### src/rtl/centered_moving_average_macros.svh
// assertion macros for the moving average block
`ifndef CENTERED_MOVING_AVERAGE_MACROS_SVH
`define CENTERED_MOVING_AVERAGE_MACROS_SVH

// property that must hold at each edge outside reset
`define CMA_ASSERT(label, prop) \
  label: assert property (@(posedge clk_i) disable iff (!rst_ni) (prop)) \
    else $error("assertion failed");

// implication whose consequent is checked in the next cycle
`define CMA_ASSERT_NEXT(label, ante, cons) \
  label: assert property (@(posedge clk_i) disable iff (!rst_ni) (ante) |=> (cons)) \
    else $error("assertion failed");

`endif

### src/rtl/cma_pkg.sv
package cma_pkg;
  localparam int unsigned Channels = 9;
  localparam int unsigned MaxHalf = 15;
  localparam int unsigned SampleBits = 16;
  localparam int unsigned HistRows = 2 * MaxHalf + 1;
  localparam int unsigned HistBits = $clog2(HistRows);
  localparam int unsigned ChBits = $clog2(Channels);
  localparam int unsigned SeenBits = $clog2(HistRows + 1);
  localparam int unsigned SumBits = SampleBits + $clog2(HistRows);
  localparam int unsigned MemDepth = HistRows * Channels;
  localparam int unsigned MemBits = $clog2(MemDepth);
  localparam int unsigned DivBits = 6;

  typedef logic signed [SampleBits-1:0] sample_t;
  typedef logic signed [SumBits-1:0] sum_t;
endpackage

### src/rtl/centered_moving_average.sv
// sequence: accept, write the row into history channel by channel, decide, then per
//   channel either a smoothed row (2h+1 read and add pairs, a 21-step shared
//   restoring divide, store) or a raw row (read, store), then emit and finish
// a final row adds up to h raw rows after it; not ready meanwhile
// one item at a time; emit waits while the output register is still held
// reset (rst_ni low, async) clears the sequencer, row count and half width
`include "centered_moving_average_macros.svh"
module centered_moving_average import cma_pkg::*; (
  input  logic                         clk_i,
  input  logic                         rst_ni,
  input  logic                         cfg_we_i,
  input  logic [3:0]                   cfg_wdata_i,
  input  logic                         in_valid_i,
  output logic                         in_ready_o,
  input  logic signed [SampleBits-1:0] sample_ch0_i,
  input  logic signed [SampleBits-1:0] sample_ch1_i,
  input  logic signed [SampleBits-1:0] sample_ch2_i,
  input  logic signed [SampleBits-1:0] sample_ch3_i,
  input  logic signed [SampleBits-1:0] sample_ch4_i,
  input  logic signed [SampleBits-1:0] sample_ch5_i,
  input  logic signed [SampleBits-1:0] sample_ch6_i,
  input  logic signed [SampleBits-1:0] sample_ch7_i,
  input  logic signed [SampleBits-1:0] sample_ch8_i,
  input  logic                         final_row_i,
  output logic                         out_valid_o,
  input  logic                         out_ready_i,
  output logic signed [SampleBits-1:0] smoothed_ch0_o,
  output logic signed [SampleBits-1:0] smoothed_ch1_o,
  output logic signed [SampleBits-1:0] smoothed_ch2_o,
  output logic signed [SampleBits-1:0] smoothed_ch3_o,
  output logic signed [SampleBits-1:0] smoothed_ch4_o,
  output logic signed [SampleBits-1:0] smoothed_ch5_o,
  output logic signed [SampleBits-1:0] smoothed_ch6_o,
  output logic signed [SampleBits-1:0] smoothed_ch7_o,
  output logic signed [SampleBits-1:0] smoothed_ch8_o,
  output logic                         last_out_o
);

  typedef enum logic [3:0] {
    S_IDLE, S_WRITE, S_DECIDE, S_RD, S_SUM, S_DIV, S_STORE, S_EMIT, S_FLUSH
  } state_e;

  state_e state_q;
  logic [3:0] half_q;
  logic [SeenBits-1:0] seen_q, cnt_q;
  logic [HistBits-1:0] head_q, k_q, row_q;
  logic [ChBits-1:0] ch_q;
  logic [HistBits:0] cyc_q;
  logic [DivBits-1:0] dstep_q;
  logic fin_q, avg_q, last_q;
  sample_t in_q [Channels];
  sample_t res_q [Channels];
  sum_t acc_q;
  logic [SumBits-1:0] quo_q, rem_q;
  logic neg_q;
  logic out_valid_q;
  sample_t mem_q [MemDepth];
  sample_t rd_q;
  logic [MemBits-1:0] wa, ra;
  logic we;

  // window geometry from the current half width
  logic [HistBits:0] win;
  logic [SumBits-1:0] divisor;
  assign win = {1'b0, half_q, 1'b1};
  assign divisor = SumBits'(win);

  // row k back from newest lives at (head - k) mod HistRows
  function automatic logic [HistBits-1:0] slot(input logic [HistBits-1:0] hd,
                                               input logic [HistBits-1:0] k);
    logic [HistBits:0] t;
    t = {1'b0, hd} + HistBits'(HistRows) - {1'b0, k};
    if (t >= (HistBits+1)'(HistRows)) t = t - (HistBits+1)'(HistRows);
    return t[HistBits-1:0];
  endfunction

  assign wa = MemBits'(head_q) * MemBits'(Channels) + MemBits'(ch_q);
  assign ra = MemBits'(slot(head_q, row_q)) * MemBits'(Channels) + MemBits'(ch_q);
  assign we = (state_q == S_WRITE);

  // history memory, one sample per address
  always_ff @(posedge clk_i) begin
    if (we) mem_q[wa] <= in_q[ch_q];
    rd_q <= mem_q[ra];
  end

  // restoring divide step on magnitude
  logic [SumBits:0] trial;
  assign trial = {rem_q, quo_q[SumBits-1]} - {1'b0, divisor};

  // sequencer
  always_ff @(posedge clk_i or negedge rst_ni) begin
    if (!rst_ni) begin
      state_q <= S_IDLE;
      half_q <= '0;
      seen_q <= '0;
      head_q <= '0;
      out_valid_q <= 1'b0;
      fin_q <= 1'b0;
      cnt_q <= '0;
      ch_q <= '0;
      k_q <= '0;
      row_q <= '0;
      cyc_q <= '0;
      dstep_q <= '0;
      avg_q <= 1'b0;
      last_q <= 1'b0;
      acc_q <= '0;
      quo_q <= '0;
      rem_q <= '0;
      neg_q <= 1'b0;
      for (int i = 0; i < Channels; i++) begin
        in_q[i] <= '0;
        res_q[i] <= '0;
      end
    end else begin
      if (cfg_we_i) half_q <= cfg_wdata_i;
      if (out_valid_q && out_ready_i && state_q != S_EMIT) out_valid_q <= 1'b0;
      unique case (state_q)
        S_IDLE: begin
          if (in_valid_i) begin
            in_q[0] <= sample_ch0_i; in_q[1] <= sample_ch1_i;
            in_q[2] <= sample_ch2_i; in_q[3] <= sample_ch3_i;
            in_q[4] <= sample_ch4_i; in_q[5] <= sample_ch5_i;
            in_q[6] <= sample_ch6_i; in_q[7] <= sample_ch7_i;
            in_q[8] <= sample_ch8_i;
            fin_q <= final_row_i;
            head_q <= (head_q == HistBits'(HistRows - 1)) ? '0 : head_q + 1'b1;
            cnt_q <= (seen_q == SeenBits'(HistRows)) ? seen_q : seen_q + 1'b1;
            ch_q <= '0;
            state_q <= S_WRITE;
          end
        end
        S_WRITE: begin
          if (ch_q == ChBits'(Channels - 1)) begin
            ch_q <= '0;
            state_q <= S_DECIDE;
          end else ch_q <= ch_q + 1'b1;
        end
        S_DECIDE: begin
          // emit row h back when it exists, average when the window is full
          if (cnt_q > SeenBits'(half_q)) begin
            avg_q <= ({1'b0, cnt_q} >= (SeenBits+1)'(win));
            last_q <= fin_q && (half_q == '0);
            row_q <= (cnt_q >= SeenBits'(win)) ? '0 : HistBits'(half_q);
            acc_q <= '0;
            cyc_q <= '0;
            ch_q <= '0;
            state_q <= S_RD;
          end else begin
            k_q <= (cnt_q < SeenBits'(half_q)) ? HistBits'(cnt_q) : HistBits'(half_q);
            state_q <= S_FLUSH;
          end
        end
        S_RD: state_q <= S_SUM;  // read latency
        S_SUM: begin
          if (!avg_q) begin
            res_q[ch_q] <= rd_q;
            state_q <= S_STORE;
          end else begin
            acc_q <= acc_q + SumBits'(rd_q);
            if (HistBits'(cyc_q) == HistBits'(win - 1)) begin
              state_q <= S_DIV;
              dstep_q <= '0;
              row_q <= '0;
            end else begin
              cyc_q <= cyc_q + 1'b1;
              row_q <= row_q + 1'b1;
              state_q <= S_RD;
            end
          end
        end
        S_DIV: begin
          if (dstep_q == '0) begin
            neg_q <= acc_q[SumBits-1];
            quo_q <= acc_q[SumBits-1] ? SumBits'(-acc_q) : acc_q;
            rem_q <= '0;
            dstep_q <= DivBits'(1);
          end else if (dstep_q <= DivBits'(SumBits)) begin
            if (!trial[SumBits]) begin
              rem_q <= trial[SumBits-1:0];
              quo_q <= {quo_q[SumBits-2:0], 1'b1};
            end else begin
              rem_q <= {rem_q[SumBits-2:0], quo_q[SumBits-1]};
              quo_q <= {quo_q[SumBits-2:0], 1'b0};
            end
            dstep_q <= dstep_q + 1'b1;
          end else begin
            res_q[ch_q] <= neg_q ? SampleBits'(-quo_q) : SampleBits'(quo_q);
            state_q <= S_STORE;
          end
        end
        S_STORE: begin
          cyc_q <= '0;
          acc_q <= '0;
          if (ch_q == ChBits'(Channels - 1)) state_q <= S_EMIT;
          else begin
            ch_q <= ch_q + 1'b1;
            state_q <= S_RD;
            if (!avg_q) row_q <= row_q;
            else row_q <= '0;
          end
        end
        S_EMIT: begin
          if (!out_valid_q || out_ready_i) begin
            out_valid_q <= 1'b1;
            state_q <= S_FLUSH;
          end
        end
        S_FLUSH: begin
          // raw rows k-1 .. 0 after the final row
          if (!fin_q) begin
            seen_q <= cnt_q;
            state_q <= S_IDLE;
          end else if (k_q == '0) begin
            seen_q <= '0;
            state_q <= S_IDLE;
          end else begin
            avg_q <= 1'b0;
            row_q <= k_q - 1'b1;
            last_q <= (k_q == 1);
            k_q <= k_q - 1'b1;
            ch_q <= '0;
            state_q <= S_RD;
          end
        end
        default: state_q <= S_IDLE;
      endcase
      if (state_q == S_DECIDE && cnt_q > SeenBits'(half_q))
        k_q <= (cnt_q < SeenBits'(half_q)) ? HistBits'(cnt_q) : HistBits'(half_q);
    end
  end

  logic out_busy;
  assign out_busy = out_valid_q && !out_ready_i;
  assign in_ready_o = (state_q == S_IDLE);
  assign out_valid_o = out_valid_q;

  // result register holds until taken
  sample_t oq [Channels];
  logic olast_q;
  always_ff @(posedge clk_i) begin
    if (state_q == S_EMIT && !out_busy) begin
      for (int i = 0; i < Channels; i++) oq[i] <= res_q[i];
      olast_q <= last_q;
    end
  end
  assign smoothed_ch0_o = oq[0];
  assign smoothed_ch1_o = oq[1];
  assign smoothed_ch2_o = oq[2];
  assign smoothed_ch3_o = oq[3];
  assign smoothed_ch4_o = oq[4];
  assign smoothed_ch5_o = oq[5];
  assign smoothed_ch6_o = oq[6];
  assign smoothed_ch7_o = oq[7];
  assign smoothed_ch8_o = oq[8];
  assign last_out_o = olast_q;

  `CMA_ASSERT(a_ready_idle, in_ready_o == (state_q == S_IDLE))
  `CMA_ASSERT(a_seen_range, seen_q <= SeenBits'(HistRows))
  `CMA_ASSERT_NEXT(a_out_hold, out_valid_o && !out_ready_i, out_valid_o && $stable(last_out_o))
endmodule

### config.mk
export PLATFORM = sky130hd
export DESIGN_NAME = centered_moving_average
export DESIGN_NICKNAME = d
export VERILOG_FILES = /design/src/rtl/cma_pkg.sv /design/src/rtl/centered_moving_average.sv
export VERILOG_INCLUDE_DIRS = /design/src /design/src/rtl
export SDC_FILE = /design/constraint.sdc
export NUM_CORES = 2
export LEC_CHECK = 0
export BUFFER_PORTS_ARGS = -buffer_cell sky130_fd_sc_hd__buf_4
export CAP_MARGIN = 25
export CORE_MARGIN = 5
export CORE_UTILIZATION = 60
export DETAILED_ROUTE_END_ITERATION = 8
export PLACE_DENSITY = 0.76
export SLEW_MARGIN = 20
export SYNTH_ARGS = -nofsm -noshare
export SYNTH_HDL_FRONTEND = slang
export SYNTH_MEMORY_MAX_BITS = 65536
export SYNTH_SLANG_ARGS = --single-unit
### constraint.sdc
create_clock -name clk_i -period 18.2 [get_ports clk_i]
set_input_delay 1.82 -clock clk_i [delete_from_list [all_inputs] [get_ports clk_i]]
set_output_delay 1.82 -clock clk_i [all_outputs]
set_load 0.02 [all_outputs]
## After elaboration in Yosys (flattened, before gate mapping)

Memories as Yosys holds them, arrays and structs flattened. A register that Yosys moved wholly into a read port is not among the register bits.
Index checks and enable logic that the tools add are counted.

| word-level totals | value |
|---|---|
| logic and storage cells | 218 |
| memories kept | 2 |
| bits in registers | 406 |
| bits in writable memories | 4,608 |

| operators by class | value |
|---|---|
| equality and inequality tests | 33 |
| bitwise gates (word level) | 1 |
| reduce and logical (&&, ||, !) cells | 35 |
| $add $sub $neg | 17 |
| order comparisons | 8 |
| multiplexer cells | 83 |
| multipliers | 2 |

Memory list:

| name | words | bits a word | read ports | clocked after Yosys merged registers in | wr ports | line | RTL |
|---|---|---|---|---|---|---|---|
| mem_q | 279 | 16 | 1 | 1 | 1 | centered_moving_average.sv:57 | `sample_t mem_q [MemDepth];` |
| oq | 9 | 16 | 9 | 0 | 9 | centered_moving_average.sv:240 | `sample_t oq [Channels];` |

Operators with widths:

| operator | count |
|---|---|
| $mux 144 | 3 |
| $bwmux 144 | 2 |
| $pmux 144 s2 | 1 |
| $mux 21 | 8 |
| $mux 5 | 15 |
| $bmux 16 s4 | 1 |
| $demux 16 s4 | 1 |
| $mux 16 | 4 |
| $pmux 21 s3 | 1 |
| $mux 4 | 13 |
| $mux 6 | 7 |
| $pmux 4 s9 | 1 |
| $ne 2x2->1 const B | 12 |
| $sub 22x5->22 | 1 |
| $add 21x16->21 | 1 |
| $neg 21->21 | 1 |
| $pmux 4 s5 | 1 |
| $pmux 5 s4 | 1 |
| $reduce_and 4->1 | 5 |
| $add 9x4->9 | 2 |
| $mul 5x4->9 const B | 2 |
| $pmux 6 s3 | 1 |
| $eq 4x3->1 const B | 4 |
| $neg 16->16 | 1 |
| 46 further kinds | 90 |

## Logic depth before layout (Yosys ltp)

| logic depth | value |
|---|---|
| depth after elaboration | 9 |
| depth in mapped cells | 27 |

## Worst setup path after synthesis

Ideal clock, no wire load.

| timing path | value |
|---|---|
| kind | register to register |
| start point | reg ch_q[3] |
| end point | mem mem_q[0][10] (netlist bit), data pin |
| library setup time | 2,365 ps |
| data required time | 15,835 ps |
| buffers on the path | 2 |
| clock period less this slack | 14,776 ps |
| arrival time | 12,412 ps |
| setup slack | 3,424 ps |
| stages on the path, launching flop included | 7 |
| cells stage by stage | dfrtp_1 > buf_1 > buf_1 > mux2i_1 > o21ai_0 > o21ai_0 > o21ai_0 |

| on the way | value |
|---|---|
| cells in the longest elaborated chain, start to end | 4 |

Ends and longest elaborated chain:

| item | line | RTL |
|---|---|---|
| start: declaration | centered_moving_average.sv:47 | `logic [ChBits-1:0] ch_q;` |
| start signal: assignment | centered_moving_average.sv:138 | `end else ch_q <= ch_q + 1'b1;` |
| start signal: assignment | centered_moving_average.sv:198 | `ch_q <= ch_q + 1'b1;` |
| $not 4->5 (implied by the code) | centered_moving_average.sv:83 | `if (we) mem_q[wa] <= in_q[ch_q];` |
| $bmux 16 s4 | centered_moving_average.sv:83 |  |
| $mux 16 (implied by the code) (2 in a row) | centered_moving_average.sv:83 |  |
| end: declaration | centered_moving_average.sv:57 |  |

No other way between the ends. The select of a mux whose other input is x is not followed.

## Worst setup path in the final report

| timing path | value |
|---|---|
| start point | reg row_q[0] |
| end point | reg rd_q[13] (read register of mem_q) |

| on the way | value |
|---|---|
| cells in the longest elaborated chain, start to end | 5 |
| elaborated cells between the ends (all ways) | 6 |

Ends and longest elaborated chain:

| item | line | RTL |
|---|---|---|
| start: declaration | centered_moving_average.sv:46 | `logic [HistBits-1:0] head_q, k_q, row_q;` |
| start signal: assignment | centered_moving_average.sv:145 | `row_q <= (cnt_q >= SeenBits'(win)) ? '0 : HistBits'(half_q);` |
| start signal: assignment | centered_moving_average.sv:168 | `row_q <= row_q + 1'b1;` |
| start signal: assignment | centered_moving_average.sv:200 | `if (!avg_q) row_q <= row_q;` |
| $sub 6x5->6 (*) | centered_moving_average.sv:72 | `t = {1'b0, hd} + HistBits'(HistRows) - {1'b0, k};` |
| $sub 5x5->5 / $ge 6x5->1 (equally long branches) | centered_moving_average.sv:73 | `if (t >= (HistBits+1)'(HistRows)) t = t - (HistBits+1)'(HistRows);` |
| $mux 5 (*) | centered_moving_average.sv:73 |  |
| $mul 5x4->9 (*) | centered_moving_average.sv:78 | `assign ra = MemBits'(slot(head_q, row_q)) * MemBits'(Channels) + MemBits'(ch_q);` |
| $add 9x4->9 (*) | centered_moving_average.sv:78 |  |
| end: declaration | centered_moving_average.sv:58 | `sample_t rd_q;` |

Every way passes the cells marked *; elsewhere a longest branch is shown, timed or not.
A chain may end at the register's enable or synchronous reset.

==> qor.yml <==
rows: 210
worstPathCellList: "inv_1 > ha_1 > inv_1 > fa_1 > xnor2_1 > nand2_1 > nor3_2 > nor3b_1 > or2_2 > ha_1 > ha_1 > ha_1 > o21a_1 > nand2_1 > nand2_4 > buf_4 > buf_12 > mux4_2 > o22ai_1 > nor2_1 > a21oi_1 > o211ai_1"
firstDrtPassIters: 9
cts_num_sinks: 5029
synth_area_per_cell_sq_um: 19.9
holdBufCountCts: 0
clockBufferDepth: 4
clkLatencyLatePin_ps: 1030
startpoint_type: "flip-flop"
finalSetupViolations: 0
finClkSkew_ps: 58.2
multiInputGateArea_sq_mm: 0.0460
met2_usage_pct: 46.7
cpMaxStageDelayCell: "a21oi_1"
rsz0062_at_grt: "no"
antenna_found_initial: 33
holdWs_ps: 440
final.setup.tns_ps: 0
numCtsBuffers: 481
ir_worst_vdd_v: 0.0000884
min_period_ps: 8880
async_flop_share_pct: 8.03
ios: 301
ys_warn_count: 0
areaGrowthSynthToFinish_pct: 12.8
min_period_over_period_pct: 48.8
ys_seq_elements: 5029
die_w_um: 583
die_area_sq_mm: 0.340
num-fill-cells: 19800
nets: 10800
cts_tree: "yes"
place_congestion: 0.861
grt_pass1_wl_um: 741000
grt_remaining_overflow: 0
met3_usage_pct: 7.75
worstPathRequired_ps: 19050
drt_wl_total_um: 510000
synthCells: 9886
maxSlewViolCount: 0
drive_above_1_share_pct: 27.0
max_freq_mhz: 113
worst_pin_slew_ps: 1260
postRouteAntennaNets: 0
ys_types: 86
port-buffer-count: 300
critPathCaptureType: "flip-flop"
grt_usage_pct: 30.1
dr_total_vias: 104000
drv_cap: 0
regArea_sq_mm: 0.149
syn-num-nets: 10100
start_util_pct: 60.2
worstPathArrival_ps: 9730
max_slew_margin_pct: 15.7
synth_seq_area_share_pct: 75.6
crit_top_cell: "ha_1"
cp_max_fo: 86
die_h_um: 583
hold_violations: 0
synth_ff_type: "edfxtp_1"
yosys-top-cells-area: "edfxtp_1, mux4_2, dfrtp_1"
synth_edf_count: 4609
dpl.hpwl_um: 294000
mostFrequentLayoutCells: "edfxtp_1, mux4_2, nand2_1, buf_4, clkbuf_16"
grtUsageMet1_pct: 41.8
final_common_cell: "edfxtp_1"
top_usage_layer: "met2"
status: "finished, violations left"
slowest_delay_ps: 830
p_leak_nw: 61.1
initialDrtViolationCount: 15700
cts_resized: 0
path_class: "flip-flop to flip-flop"
root_buffer: "clkbuf_16"
placed_area_sq_mm: 0.206
clk_pin_slew_ps: 70
power_density_mw_per_mm2: 101
synth_area_leader_cell: "edfxtp_1"
violations: "design-rule violations"
routedWlPerCell_um: 33.2
fin_area_sq_mm: 0.222
synthesis.area_sq_mm: 0.197
grt_max_degree: 217
first_global_vias: 105000
via_per_inst: 6.76
core_sq_mm: 0.327
route.detailed.drc: 6
cts_setup_buffers: 0
cts_max_level: 5
synth_top_cell_area_share_pct: 70.3
hold_class: "flip-flop to flip-flop"
Yosys cell counts (all sizes together), types with 10 or more instances:
master / n
nand2b: 18
nor2: 393
or3: 17
dfxtp: 16
and3: 37
nor2b: 18
nor3: 23
or4: 11
a31oi: 26
xor2: 53
o31ai: 16
mux4: 1259
nand2: 1111
dfrtp: 404
a21oi: 88
o211ai: 44
and2: 28
a211oi: 40
buf: 210
a32oi: 23
mux2i: 83
xnor2: 43
clkbuf: 324
nor4: 10
o21ai: 223
a21o: 15
inv: 49
o211a: 12
mux2: 179
o22ai: 50
edfxtp: 4609
a311oi: 26
nand4: 59
ha: 82
nand3: 161
a31o: 15
critical path, delay by kind of cell, from the launching register on:
family	cells	cell delay (ps)
XOR/XNOR	1	350
flip-flops	1	410
AO/OA/AOI/OAI	4	1900
adder cells (fa/ha/maj)	5	1400
buffers and inverters	4	1470
AND/OR/NAND/NOR	7	2460
multiplexers	1	600
power breakdown:
group	internal, mW	switching [mW]
registers	12.4	0.00156
logic	0.0263	0.0326
clock network	5.65	4.31
cells by family (layout without fill, tap and decap cells):
family | count (synthesis) | count (layout) | synth area share (%)
adder cells (fa/ha/maj) | 87 | 87 | 0.572
flip-flops | 5029 | 5029 | 75.6
AND/OR/NAND/NOR | 1916 | 1916 | 4.10
buffers and inverters | 583 | 1672 | 1.26
multiplexers | 1521 | 1521 | 15.9
XOR/XNOR | 96 | 96 | 0.427
other | 0 | 15 | 0
AO/OA/AOI/OAI | 654 | 654 | 2.18
worst paths after layout:
check	start	to	slack, ps	cells past startpoint
worst max register to register	row_q[0]	rd_q[13]	9320	22
worst min register to register	res_q[0]	oq[0][128]	440	0
worst max-delay path	row_q[0]	rd_q[13]	9320	22
max in group asynchronous	rst_ni	in_q[60]	13450	6
min in group asynchronous	rst_ni	res_q[91]	900	1
worst min-delay path	res_q[0]	oq[0][128]	440	0
registers in the layout, indices dropped and copies added, names as in the netlist, 4 cells and up:
name	count
mem_q	4464
in_q	144
oq	144
res_q	144
acc_q	21
quo_q	21
rem_q	21
rd_q	16
dstep_q	6
cnt_q	5
cyc_q	5
head_q	5
k_q	5
row_q	5
seen_q	5
ch_q	4
half_q	4
state_q	4
metrics by stage:
step                setup slack [ps]  power [mW]  util (%)  std cells
floorplan                       3420        12.7         -       9886
global placement                9510        12.7      63.0      14400
detailed placement              9340        12.7      63.0      14400
CTS                             9340        22.5      67.8      15300
global route                    8900        23.1      67.9      15300
finish                          9320        22.4      67.9      15300
metal layers:
metal,share of wire [%],up-vias
li1,-,41400
met1,35,53500
met2,47,7478
met3,13,1257
met4,4.6,22
met5,0.058,-
area by class of cell:
cell class / count / area share, %
flip-flops and latches: 5029 / 67.0
multi-input cells: 4274 / 20.7
clock buffers: 601 / 5.72
clock inverters: 288 / 1.31
repair buffers: 734 / 2.69
diodes: 15 / 0.0169
well taps: 4346 / 2.45
inverters: 49 / 0.0828
Note: power is estimated with default switching activity, not from simulation.
